==> config.mk <==
export PLATFORM = sky130hd
export DESIGN_NAME = two_level_fcfs_scheduler_unit
export DESIGN_NICKNAME = d
export VERILOG_FILES = /design/src/rtl/tlfs_pkg.sv /design/src/rtl/tlfs_ram.sv /design/src/rtl/tlfs_pick.sv /design/src/rtl/two_level_fcfs_scheduler_unit.sv
export SDC_FILE = /design/constraint.sdc
export NUM_CORES = 1
export LEC_CHECK = 0
export BUFFER_PORTS_ARGS = -buffer_cell sky130_fd_sc_hd__clkbuf_2
export CAP_MARGIN = 0
export CORE_ASPECT_RATIO = 1.2
export CORE_MARGIN = 3
export CORE_UTILIZATION = 45
export DETAILED_ROUTE_END_ITERATION = 7
export HOLD_SLACK_MARGIN = 0.08
export SETUP_SLACK_MARGIN = 0.02
export SLEW_MARGIN = 0
export SYNTH_ARGS = -nofsm -noshare
export SYNTH_HDL_FRONTEND = slang
export SYNTH_SLANG_ARGS = --single-unit
==> constraint.sdc <==
create_clock -name i_clk -period 5 [get_ports i_clk]
set_input_delay 0.25 -clock i_clk [delete_from_list [all_inputs] [get_ports i_clk]]
set_output_delay 0.25 -clock i_clk [all_outputs]
set_load 0.01 [all_outputs]
==> src/rtl/tlfs_pkg.sv <==
`default_nettype none
// ----------------------------------------------------------------------------
// tlfs_pkg: shared types for the two-level FCFS scheduler
// Field widths, the stored job entry and the candidate record.
// ----------------------------------------------------------------------------
package tlfs_pkg;

    localparam int BURST_W = 16;
    localparam int ARR_W   = 16;
    localparam int TIME_W  = 23;
    localparam int ID_W    = 7;

    // one stored job
    typedef struct packed {
        logic               user_class;
        logic [ARR_W-1:0]   arrival;
        logic [BURST_W-1:0] burst;
    } t_entry;

    localparam int ENTRY_W = $bits(t_entry);

    // best job seen so far in a scan
    typedef struct packed {
        logic   found;
        t_entry ent;
    } t_cand;

endpackage
`default_nettype wire

==> src/rtl/tlfs_ram.sv <==
`default_nettype none
// ----------------------------------------------------------------------------
// tlfs_ram: generic single-port-write, single-port-read RAM
// One write and one registered read per cycle; contents have no reset.
// ----------------------------------------------------------------------------
module tlfs_ram #(
    parameter int WIDTH = 8,
    parameter int DEPTH = 16
) (
    input  wire logic                                   i_clk,
    input  wire logic                                   i_we,
    input  wire logic [(DEPTH > 1 ? $clog2(DEPTH) : 1)-1:0] i_waddr,
    input  wire logic [WIDTH-1:0]                       i_wdata,
    input  wire logic [(DEPTH > 1 ? $clog2(DEPTH) : 1)-1:0] i_raddr,
    output logic [WIDTH-1:0]                            o_rdata
);

    logic [WIDTH-1:0] r_mem [DEPTH];

    always_ff @(posedge i_clk) begin
        if (i_we) begin
            r_mem[i_waddr] <= i_wdata;
        end
        o_rdata <= r_mem[i_raddr];
    end

endmodule
`default_nettype wire

==> src/rtl/tlfs_pick.sv <==
`default_nettype none
// ----------------------------------------------------------------------------
// tlfs_pick: running selection over one scan of the job store
// Tracks the best ready job (class, then arrival) and the earliest
// pending job (arrival, then class); ties keep the lower index.
// ----------------------------------------------------------------------------
module tlfs_pick
    import tlfs_pkg::*;
#(
    parameter int IDX_W = 4
) (
    input  wire logic              i_clk,
    input  wire logic              i_rst_n,
    input  wire logic              i_clear,
    input  wire logic              i_vld,
    input  wire logic              i_skip,
    input  wire logic [IDX_W-1:0]  i_idx,
    input  wire t_entry            i_ent,
    input  wire logic [TIME_W-1:0] i_clock,
    output t_cand                  o_ready,
    output logic [IDX_W-1:0]       o_ready_idx,
    output t_cand                  o_pend,
    output logic [IDX_W-1:0]       o_pend_idx
);

    t_cand            r_ready;
    t_cand            r_pend;
    logic [IDX_W-1:0] r_ready_idx;
    logic [IDX_W-1:0] r_pend_idx;

    logic             w_live;
    logic             w_arrived;
    logic             w_ready_better;
    logic             w_pend_better;

    assign w_live    = i_vld && !i_skip;
    assign w_arrived = {{(TIME_W-ARR_W){1'b0}}, i_ent.arrival} <= i_clock;

    assign w_ready_better = !r_ready.found
        || (i_ent.user_class < r_ready.ent.user_class)
        || ((i_ent.user_class == r_ready.ent.user_class)
            && (i_ent.arrival < r_ready.ent.arrival));

    assign w_pend_better = !r_pend.found
        || (i_ent.arrival < r_pend.ent.arrival)
        || ((i_ent.arrival == r_pend.ent.arrival)
            && (i_ent.user_class < r_pend.ent.user_class));

    // found flags reset; payload side has no reset
    always_ff @(posedge i_clk) begin
        if (!i_rst_n || i_clear) begin
            r_ready.found <= 1'b0;
            r_pend.found  <= 1'b0;
        end else begin
            if (w_live && w_arrived && w_ready_better) begin
                r_ready.found <= 1'b1;
            end
            if (w_live && w_pend_better) begin
                r_pend.found <= 1'b1;
            end
        end
        if (w_live && w_arrived && w_ready_better) begin
            r_ready.ent <= i_ent;
            r_ready_idx <= i_idx;
        end
        if (w_live && w_pend_better) begin
            r_pend.ent <= i_ent;
            r_pend_idx <= i_idx;
        end
    end

    assign o_ready     = r_ready;
    assign o_ready_idx = r_ready_idx;
    assign o_pend      = r_pend;
    assign o_pend_idx  = r_pend_idx;

endmodule
`default_nettype wire

==> src/rtl/two_level_fcfs_scheduler_unit.sv <==
`default_nettype none
// ----------------------------------------------------------------------------
// two_level_fcfs_scheduler_unit: non-preemptive two-level FCFS scheduler
// Loads a set of jobs into RAM, then emits one word per job in run order.
//
//   channel | handshake               | payload
//   --------+-------------------------+--------------------------------------
//   in      | i_in_valid / o_in_stall | burst, arrival, user_class, last_job
//   out     | o_out_valid/ i_out_stall| job_id, start/end_time, waiting,
//           |                         | turnaround, response, last_result
//
// Loading takes one input word per cycle. Once the last job is in, every
// decision is one full scan of all jobs in the set through the job RAM's
// single registered read port, then the finish state commits the pick.
// Reset clears control only; the job RAM needs no clearing pass.
// The input stalls from the last job until the final result is registered;
// a stalled output word holds while the next scan already runs.
// ----------------------------------------------------------------------------
module two_level_fcfs_scheduler_unit
    import tlfs_pkg::*;
#(
    parameter int MAX_PROCS = 16
) (
    input  wire logic               i_clk,
    input  wire logic               i_rst_n,
    input  wire logic               i_in_valid,
    output logic                    o_in_stall,
    input  wire logic [BURST_W-1:0] i_burst,
    input  wire logic [ARR_W-1:0]   i_arrival,
    input  wire logic               i_user_class,
    input  wire logic               i_last_job,
    output logic                    o_out_valid,
    input  wire logic               i_out_stall,
    output logic [ID_W-1:0]         o_job_id,
    output logic [TIME_W-1:0]       o_start_time,
    output logic [TIME_W-1:0]       o_end_time,
    output logic [TIME_W-1:0]       o_waiting,
    output logic [TIME_W-1:0]       o_turnaround,
    output logic [TIME_W-1:0]       o_response,
    output logic                    o_last_result
);

    localparam int IDX_W = (MAX_PROCS > 1) ? $clog2(MAX_PROCS) : 1;
    localparam int CNT_W = $clog2(MAX_PROCS + 1);

    // state codes
    localparam logic [1:0] S_LOAD = 2'd0;  // collecting jobs
    localparam logic [1:0] S_SCAN = 2'd1;  // one pass over the store
    localparam logic [1:0] S_FIN  = 2'd2;  // commit pick, emit word

    logic [1:0]           r_state;
    logic [CNT_W-1:0]     r_count;   // jobs in the set
    logic [CNT_W-1:0]     r_rd_idx;  // next read address
    logic [CNT_W-1:0]     r_k;       // results emitted so far
    logic                 r_rd_vld;  // RAM data valid this cycle
    logic [IDX_W-1:0]     r_rd_pos;  // index of that data
    logic [MAX_PROCS-1:0] r_done;    // jobs already run
    logic [TIME_W-1:0]    r_clock;   // schedule time
    logic                 r_out_valid;

    // write side
    logic                 w_in_fire;
    logic                 w_room;
    logic                 w_we;
    t_entry               w_wr_ent;
    t_entry               w_rd_ent;

    // scan / pick
    logic                 w_issue;
    logic                 w_scan_end;
    logic                 w_clear;
    t_cand                w_ready;
    t_cand                w_pend;
    logic [IDX_W-1:0]     w_ready_idx;
    logic [IDX_W-1:0]     w_pend_idx;

    // finish
    logic                 w_out_free;
    logic                 w_fin_go;
    logic                 w_last;
    t_entry               w_sel;
    logic [IDX_W-1:0]     w_sel_idx;
    logic [TIME_W-1:0]    w_arr_ext;
    logic [TIME_W-1:0]    w_start;
    logic [TIME_W-1:0]    w_end;

    // ---------------------------------------------------------------- load
    assign o_in_stall = (r_state != S_LOAD);
    assign w_in_fire  = i_in_valid && (r_state == S_LOAD);
    assign w_room     = r_count < CNT_W'(MAX_PROCS);
    assign w_we       = w_in_fire && w_room;   // full set: word dropped

    assign w_wr_ent.user_class = i_user_class;
    assign w_wr_ent.arrival    = i_arrival;
    assign w_wr_ent.burst      = i_burst;

    tlfs_ram #(
        .WIDTH (ENTRY_W),
        .DEPTH (MAX_PROCS)
    ) u_job_ram (
        .i_clk   (i_clk),
        .i_we    (w_we),
        .i_waddr (r_count[IDX_W-1:0]),
        .i_wdata (w_wr_ent),
        .i_raddr (r_rd_idx[IDX_W-1:0]),
        .o_rdata (w_rd_ent)
    );

    // ---------------------------------------------------------------- scan
    assign w_issue    = (r_state == S_SCAN) && (r_rd_idx < r_count);
    assign w_scan_end = (r_state == S_SCAN) && !w_issue && !r_rd_vld;

    // trackers restart for every decision
    assign w_clear = (r_state == S_LOAD) || w_fin_go;

    tlfs_pick #(
        .IDX_W (IDX_W)
    ) u_pick (
        .i_clk       (i_clk),
        .i_rst_n     (i_rst_n),
        .i_clear     (w_clear),
        .i_vld       (r_rd_vld),
        .i_skip      (r_done[r_rd_pos]),
        .i_idx       (r_rd_pos),
        .i_ent       (w_rd_ent),
        .i_clock     (r_clock),
        .o_ready     (w_ready),
        .o_ready_idx (w_ready_idx),
        .o_pend      (w_pend),
        .o_pend_idx  (w_pend_idx)
    );

    // -------------------------------------------------------------- finish
    // No job ready at the current time: idle forward to the earliest
    // pending arrival, where the pending tracker already holds the winner.
    assign w_sel     = w_ready.found ? w_ready.ent : w_pend.ent;
    assign w_sel_idx = w_ready.found ? w_ready_idx : w_pend_idx;
    assign w_arr_ext = {{(TIME_W-ARR_W){1'b0}}, w_sel.arrival};
    assign w_start   = w_ready.found ? r_clock : w_arr_ext;
    assign w_end     = w_start + {{(TIME_W-BURST_W){1'b0}}, w_sel.burst};

    assign w_out_free = !r_out_valid || !i_out_stall;
    assign w_fin_go   = (r_state == S_FIN) && w_out_free;
    assign w_last     = (r_k + CNT_W'(1)) == r_count;

    // ------------------------------------------------------------- control
    always_ff @(posedge i_clk) begin
        if (!i_rst_n) begin
            r_state     <= S_LOAD;
            r_count     <= '0;
            r_rd_idx    <= '0;
            r_k         <= '0;
            r_rd_vld    <= 1'b0;
            r_done      <= '0;
            r_clock     <= '0;
            r_out_valid <= 1'b0;
        end else begin
            r_rd_vld <= w_issue;
            if (w_issue) begin
                r_rd_idx <= r_rd_idx + CNT_W'(1);
            end
            // new word replaces the old one, or an accepted word leaves
            if (w_fin_go) begin
                r_out_valid <= 1'b1;
            end else if (!i_out_stall) begin
                r_out_valid <= 1'b0;
            end
            unique case (r_state)
                S_LOAD: begin
                    if (w_we) begin
                        r_count <= r_count + CNT_W'(1);
                    end
                    if (w_in_fire && i_last_job) begin
                        r_state  <= S_SCAN;
                        r_rd_idx <= '0;
                        r_k      <= '0;
                        r_clock  <= '0;
                        r_done   <= '0;
                    end
                end
                S_SCAN: begin
                    if (w_scan_end) begin
                        r_state <= S_FIN;
                    end
                end
                S_FIN: begin
                    if (w_fin_go) begin
                        r_k      <= r_k + CNT_W'(1);
                        r_rd_idx <= '0;
                        if (w_last) begin
                            r_state <= S_LOAD;
                            r_count <= '0;
                            r_clock <= '0;
                            r_done  <= '0;
                        end else begin
                            r_state           <= S_SCAN;
                            r_done[w_sel_idx] <= 1'b1;
                            r_clock           <= w_end;
                        end
                    end
                end
                default: begin
                    r_state <= S_LOAD;
                end
            endcase
        end
    end

    // position of the RAM word that arrives next cycle
    always_ff @(posedge i_clk) begin
        if (w_issue) begin
            r_rd_pos <= r_rd_idx[IDX_W-1:0];
        end
    end

    // output word registers, no reset
    always_ff @(posedge i_clk) begin
        if (w_fin_go) begin
            o_job_id      <= {{(ID_W-IDX_W){1'b0}}, w_sel_idx} + ID_W'(1);
            o_start_time  <= w_start;
            o_end_time    <= w_end;
            o_waiting     <= w_start - w_arr_ext;  // turnaround - burst
            o_turnaround  <= w_end - w_arr_ext;
            o_response    <= w_start - w_arr_ext;
            o_last_result <= w_last;
        end
    end

    assign o_out_valid = r_out_valid;

    // ---------------------------------------------------------- assertions
    // some unrun job always exists when a decision is made
    a_pend_found: assert property (@(posedge i_clk) disable iff (!i_rst_n)
        (r_state == S_FIN) |-> w_pend.found)
        else $error("no pending job at decision time");

    // the committed job has not run yet in this set
    a_no_rerun: assert property (@(posedge i_clk) disable iff (!i_rst_n)
        w_fin_go |-> !r_done[w_sel_idx])
        else $error("job scheduled twice");

    // never more results than jobs
    a_k_bound: assert property (@(posedge i_clk) disable iff (!i_rst_n)
        (r_state != S_LOAD) |-> (r_k < r_count))
        else $error("result count overran set");

    // done flags are clear while loading the next set
    a_done_clear: assert property (@(posedge i_clk) disable iff (!i_rst_n)
        (r_state == S_LOAD) |-> (r_done == '0))
        else $error("stale done flags during load");

endmodule
`default_nettype wire

# After elaboration in Yosys (flattened, before gate mapping)
# Memory sizes are Yosys's and may differ from the RTL's. A register that Yosys moved wholly into a read port is not among the register bits.
# Index checks and enable logic that the tools add are counted.
[word_totals]
n_memories = 1
input_bits = 38
word_cells = 125
mem_bits_rw = 528
out_inout_bits = 125
reg_bits = 238
[classes]
addsub = 7
n_mux = 35
bitwise = 1
reduce_logical = 35
n_eq_ne = 11
magnitude_cmp = 10
[mem_list]
columns = ["name", "words", "width", "read_ports", "rd_clocked_by_memory_dff", "wr", "line_no", "source"]
rows = [
  ["u_job_ram.r_mem", 16, 33, 1, 1, 1, "tlfs_ram.sv:18", "logic [WIDTH-1:0] r_mem [DEPTH];"],
]
[op_table]
columns = ["cell", "n"]
rows = [
  ["$mux 23", 4],
  ["$mux 16", 3],
  ["$pmux 23 s2", 1],
  ["$sub 23x16->23", 2],
  ["$mux 5", 8],
  ["$lt 16x16->1", 2],
  ["$mux 32", 1],
  ["$pmux 16 s2", 1],
  ["$pmux 5 s2", 3],
  ["$add 23x16->23", 1],
  ["$le 16x23->1", 1],
  ["$eq 16x16->1", 1],
  ["$or 16x16->16", 1],
  ["$add 5x1->5 const B", 3],
  ["$logic_and 1x1->1", 14],
  ["$lt 4x5->1 const B", 2],
  ["$logic_not 1->1", 8],
  ["$logic_or 1x1->1", 7],
  ["$mux 1", 7],
  ["$mux 2", 3],
  ["$ne 2x1->1 const B", 3],
  ["$ne 2x2->1 const B", 3],
  ["$pmux 2 s3", 1],
  ["$reduce_and 3->1", 2],
  ["other kinds (15)", 17],
]

# Logic depth before layout (Yosys ltp)
[logic_depth]
word_depth = 9
mapped_depth = 24
ltp_nobuf = 22

# Hierarchy
# Synthesis repeated with hierarchy kept, for this count alone.
[unflattened]
hier_cells = 1990
area_unflattened_um2 = 33358.2
[by_module_without_submodules]
columns = ["mod", "n_inst", "seq_area_each_um2", "cells_each", "area_each_um2"]
rows = [
  ["tlfs_ram", 1, 16515.8, 864, 20629.8],
  ["two_level_fcfs_scheduler_unit", 1, 4224.1, 869, 9161.3],
  ["tlfs_pick", 1, 2262.2, 257, 3567.2],
]

# Worst setup path after synthesis
# No wires, ideal clock.
[synth_path]
path_type = "register to register"
from = "reg u_pick.r_ready, in the netlist u_pick.o_ready[33]"
to = "reg o_turnaround[21] (data pin)"
synth_period_minus_slack_ps = 4984
setup_ps = 268
t_arrival_ps = 4716
n_path_buf = 3
path_stages_with_launch = 19
slack_ps = 16
t_required_ps = 4732
cell_sequence = "dfxtp_1 > buf_1 > clkbuf_1 > clkbuf_1 > mux2_2 > ha_1 > o211ai_1 > nor3_1 > nand2_1 > a311oi_1 > xor2_1 > ha_1 > a21o_1 > a21oi_1 > nand3b_1 > o211ai_2 > or3b_4 > nor4_4 > xor2_1"
[synth_via]
elab_chain_cells = 4
[synth_lines]
columns = ["item", "line_no", "source"]
rows = [
  ["start: declaration", "tlfs_pick.sv:26", "t_cand r_ready;"],
  ["$mux 32", "two_level_fcfs_scheduler_unit.sv:136", "assign w_sel = w_ready.found ? w_ready.ent : w_pend.ent;"],
  ["$mux 23", "two_level_fcfs_scheduler_unit.sv:139", "assign w_start = w_ready.found ? r_clock : w_arr_ext;"],
  ["$add 23x16->23 (*)", "two_level_fcfs_scheduler_unit.sv:140", "assign w_end = w_start + {{(TIME_W-BURST_W){1'b0}}, w_sel.burst};"],
  ["named net w_end[11]", "two_level_fcfs_scheduler_unit.sv:85", "logic [TIME_W-1:0] w_end;"],
  ["$sub 23x16->23 (*)", "two_level_fcfs_scheduler_unit.sv:223", "o_turnaround <= w_end - w_arr_ext;"],
  ["end signal: assignment", "two_level_fcfs_scheduler_unit.sv:223", ""],
  ["end: declaration", "two_level_fcfs_scheduler_unit.sv:38", "output logic [TIME_W-1:0] o_turnaround,"],
]
# The timed path passes the listed nets; every way through them passes the cells marked *.
# A chain may end at the register's enable or synchronous reset.

# Final worst setup path
[layout_path]
from = "reg u_pick.r_ready, in the netlist u_pick.o_ready[33]"
to = "reg o_turnaround[22] (data pin)"
# Same word-level chain as after synthesis.

==> run_results.csv <==
group,metric,value,unit
yosys,synth_ff_type,"edfxtp_1",
power_and_ir_drop,peakVddDrop,0.237,mV
sta,worst_slew_pin_slew,1.13,ns
power_and_ir_drop,p_leak,12.9,nW
run_status,status,"finished, final reports clean",
worst_setup_path,cp.required,5.35,ns
worst_setup_path,cpPeakStageDelay,0.44,ns
sta,hold_violations,0,
sta,finalMaxSlewViolations,0,
placed_design,port_buffers,160,
grt,use_met1,25.7,%
grt,busiest_layer,"met2",
power_and_ir_drop,cellPowerDensity,376,nW/um2
grt,grt_max_degree,79,
yosys,synth_cells,1922,
sta,rsz0062_at_grt,"false",
yosys,syn_area_per_cell,17.3,um2
grt,antenna_found_initial,5,
die,die_y,304,um
yosys,ys_ff_latch,797,
hold_path,hold_start,"i_last_job",
yosys,synth_cell_types,75,
sta,fin_crit,4.77,ns
worst_setup_path,r2r_start,"u_pick.o_ready[33]",
sta,finalCritPeriodShare,95.3,%
die,die_area,77100,um2
placed_design,gp_congestion,0.850,
routing,ant_nets,0,
sta,slew_headroom,24.5,%
yosys,yosys_warnings,0,
flow_run,drv_cap,0,
placed_design,dpl.hpwl,46800,um
layout,num-fill-cells,5931,
die,io_pins,163,
routing,drt_iter0_drc,1185,
routing,num_vias,17754,
routing,wl_per_cell,24.1,um
routing,wl,76100,um
clock_tree,clkSinkCount,797,
grt,met3_usage,3.15,%
worst_setup_path,crit_type,"reg -> reg",
clock_tree,cts_buffers,79,
yosys,synth-edff-count,704,
worst_setup_path,crit_path_max_fanout,7,
worst_setup_path,path_cells,"buf_4 -> mux2_2 -> ha_1 -> inv_1 -> fa_1 -> nand2b_1 -> a21oi_2 -> o211ai_1 -> a211oi_1 -> nand2b_1 -> xnor2_1 -> ha_1 -> nand3_1 -> nor2_1 -> o311ai_1 -> a31oi_1 -> o21ai_2 -> nand4b_1 -> nor4_1 -> xor2_1",
clock_tree,path_clk_slew,0.07,ns
die,rows,108,
clock_tree,clockRootBuffer,"clkbuf_16",
worst_setup_path,arrival,5.12,ns
layout,fin_nets,2301,
yosys,yosysSeqAreaShare,69.2,%
worst_setup_path,critPathSlowestCell,"fa_1",
yosys,synth.most_common_cell,"edfxtp_1",
worst_setup_path,crit_start,"u_pick.o_ready[33]",
routing,vias_per_cell,5.63,
yosys,syn_area,33200,um2
clock_tree,htree_levels,3,
sta,max_freq,210,MHz
layout,drive_above_1_share,24.7,%
layout,area_growth,15.0,%
grt,grt_overflow,0,
worst_setup_path,cp_top_family,"compound AO/OA/AOI/OAI gates",
yosys,synthTopCellsByArea,"edfxtp_1, mux4_2, dfxtp_1, ha_1, xnor2_1",
routing,dr.pass1.iters,5,
worst_setup_path,critPathCaptureType,"register",
die,die_x,254,um
sta,tns,0,ns
grt,met2_usage,35.1,%
yosys,synth-async-reset-ratio,0,%
yosys,synth_top_area_share,63.6,%
yosys,synth.top_cells.by_count,"edfxtp_1, mux4_2, ha_1",
die,core-area,72700,um2
worst_setup_path,start_kind,"register",
clock_tree,cts_tree,"done",
routing,drc_errors,0,
worst_setup_path,crit_buf_inv,2,
grt,grt_pass1_vias,18480,
grt,grt.total_usage,20.0,%
sta,setup_violations,0,
sta,clock_skew,0.0218,ns
hold_path,hold_class,"in -> reg",
power_and_ir_drop,totalPowerFinal,0.0144,W
clock_tree,clockBufferDepth,3,
yosys,synth_area_leader_cell,"edfxtp_1",
clock_tree,clkLatencyLatePin,0.63,ns
grt,grt_pass1_wl,115000,um
die,initial_core_util,45.7,%
## cell usage in the layout (no fill, tap or decap), drive strengths merged, types with 52 or more instances in the layout
cell type	instances
mux4	170
nor2	84
ha	110
o21ai	56
edfxtp	704
xnor2	52
clkbuf	262
nand2	79
dfxtp	93
inv	93
## stage by stage
| stage | hold WS (ns) | area (um2) | instances | util [%] | setup WS [ns] |
|---|---|---|---|---|---|
| 6_report | 0.183 | 38200 | 3152 | 52.6 | 0.234 |
| 5_1_grt | 0.213 | 38200 | 3151 | 52.6 | 0.0222 |
| 4_1_cts | 0.148 | 38200 | 3147 | 52.5 | 0.219 |
| 3_5_place_dp | 0.420 | 35300 | 2968 | 48.6 | 0.231 |
| 3_3_place_gp | 0.412 | 35300 | 2968 | 48.6 | 0.353 |
| 2_1_floorplan | 0.349 | 33200 | 1923 | - | 0.132 |
## per-layer routing
| metal | vias to the layer above | share of wire [%] |
|---|---|---|
| met5 | - | 0.035 |
| met1 | 9129 | 41 |
| met2 | 480 | 52 |
| met4 | 4 | 2.4 |
| met3 | 110 | 4.4 |
| li1 | 8031 | - |
## cell type report
cell class                      count  area (um2)  area share [%]
Antenna cell                        3        7.51          0.0196
Clock buffer                      102        2130            5.58
Clock inverter                     43         402            1.05
Inverter                           88         333           0.871
Multi-Input combinational cell    946        9590            25.1
Sequential cell                   797       23000            60.2
Tap cell                          935        1170            3.06
Timing Repair Buffer              238        1570            4.11
## worst paths after layout
path | to | slack, ns | cells past startpoint
worst max-delay path | o_turnaround[22] | 0.23 | 20
worst min-delay path | r_state[0] | 0.18 | 4
worst max register to register | o_turnaround[22] | 0.23 | 20
worst min register to register | u_pick.o_ready[1] | 0.44 | 0
## tightest hold or removal path, cell delays in order
cell	delay, ns
clkbuf_2	0.08
nand2_1	0.06
o21ai_0	0.11
o2111a_1	0.24
## sequential cells by signal, summed over array words and instances, names as in the netlist
name,cells
o_job_id,5
r_rd_pos,4
u_pick.o_ready,34
o_response,23
o_out_valid,1
u_job_ram.o_rdata,33
r_count,5
u_pick.o_pend_idx,4
o_last_result,1
o_end_time,23
r_rd_idx,5
r_state,2
u_pick.o_ready_idx,4
r_clock,23
r_done,16
o_turnaround,23
r_k,5
u_job_ram.r_mem,528
u_pick.o_pend,34
r_rd_vld,1
o_start_time,23
## what timing repair did
action | 4_1_cts | 5_1_grt
buffers inserted | 0 | 2
setup endpoints to repair | 0 | 2
resized for setup | 0 | 3
hold buffers | 34 | 0
endpoints found under the hold margin | 529 | 0
## power by group
part	internal (W)	leakage, nW	switching (W)
Sequential	0.00745	7.11	0.000100
Clock	0.00330	1.24	0.00250
Combinational	0.000412	4.51	0.000597
## logic make-up (layout without fill, tap and decap cells)
group           count (synthesis)  in the layout  share of synthesized area [%]
flops                         797            797                           69.2
simple gates                  315            315                           4.66
compound gates                242            242                           4.87
mux                           206            206                           12.7
buf+inv                       180            471                           2.35
fa+ha+maj                     113            113                           4.32
xor+xnor                       68             68                           1.87
other cells                     1              5                         0.0113
Note: power is estimated with default switching activity, not from simulation.
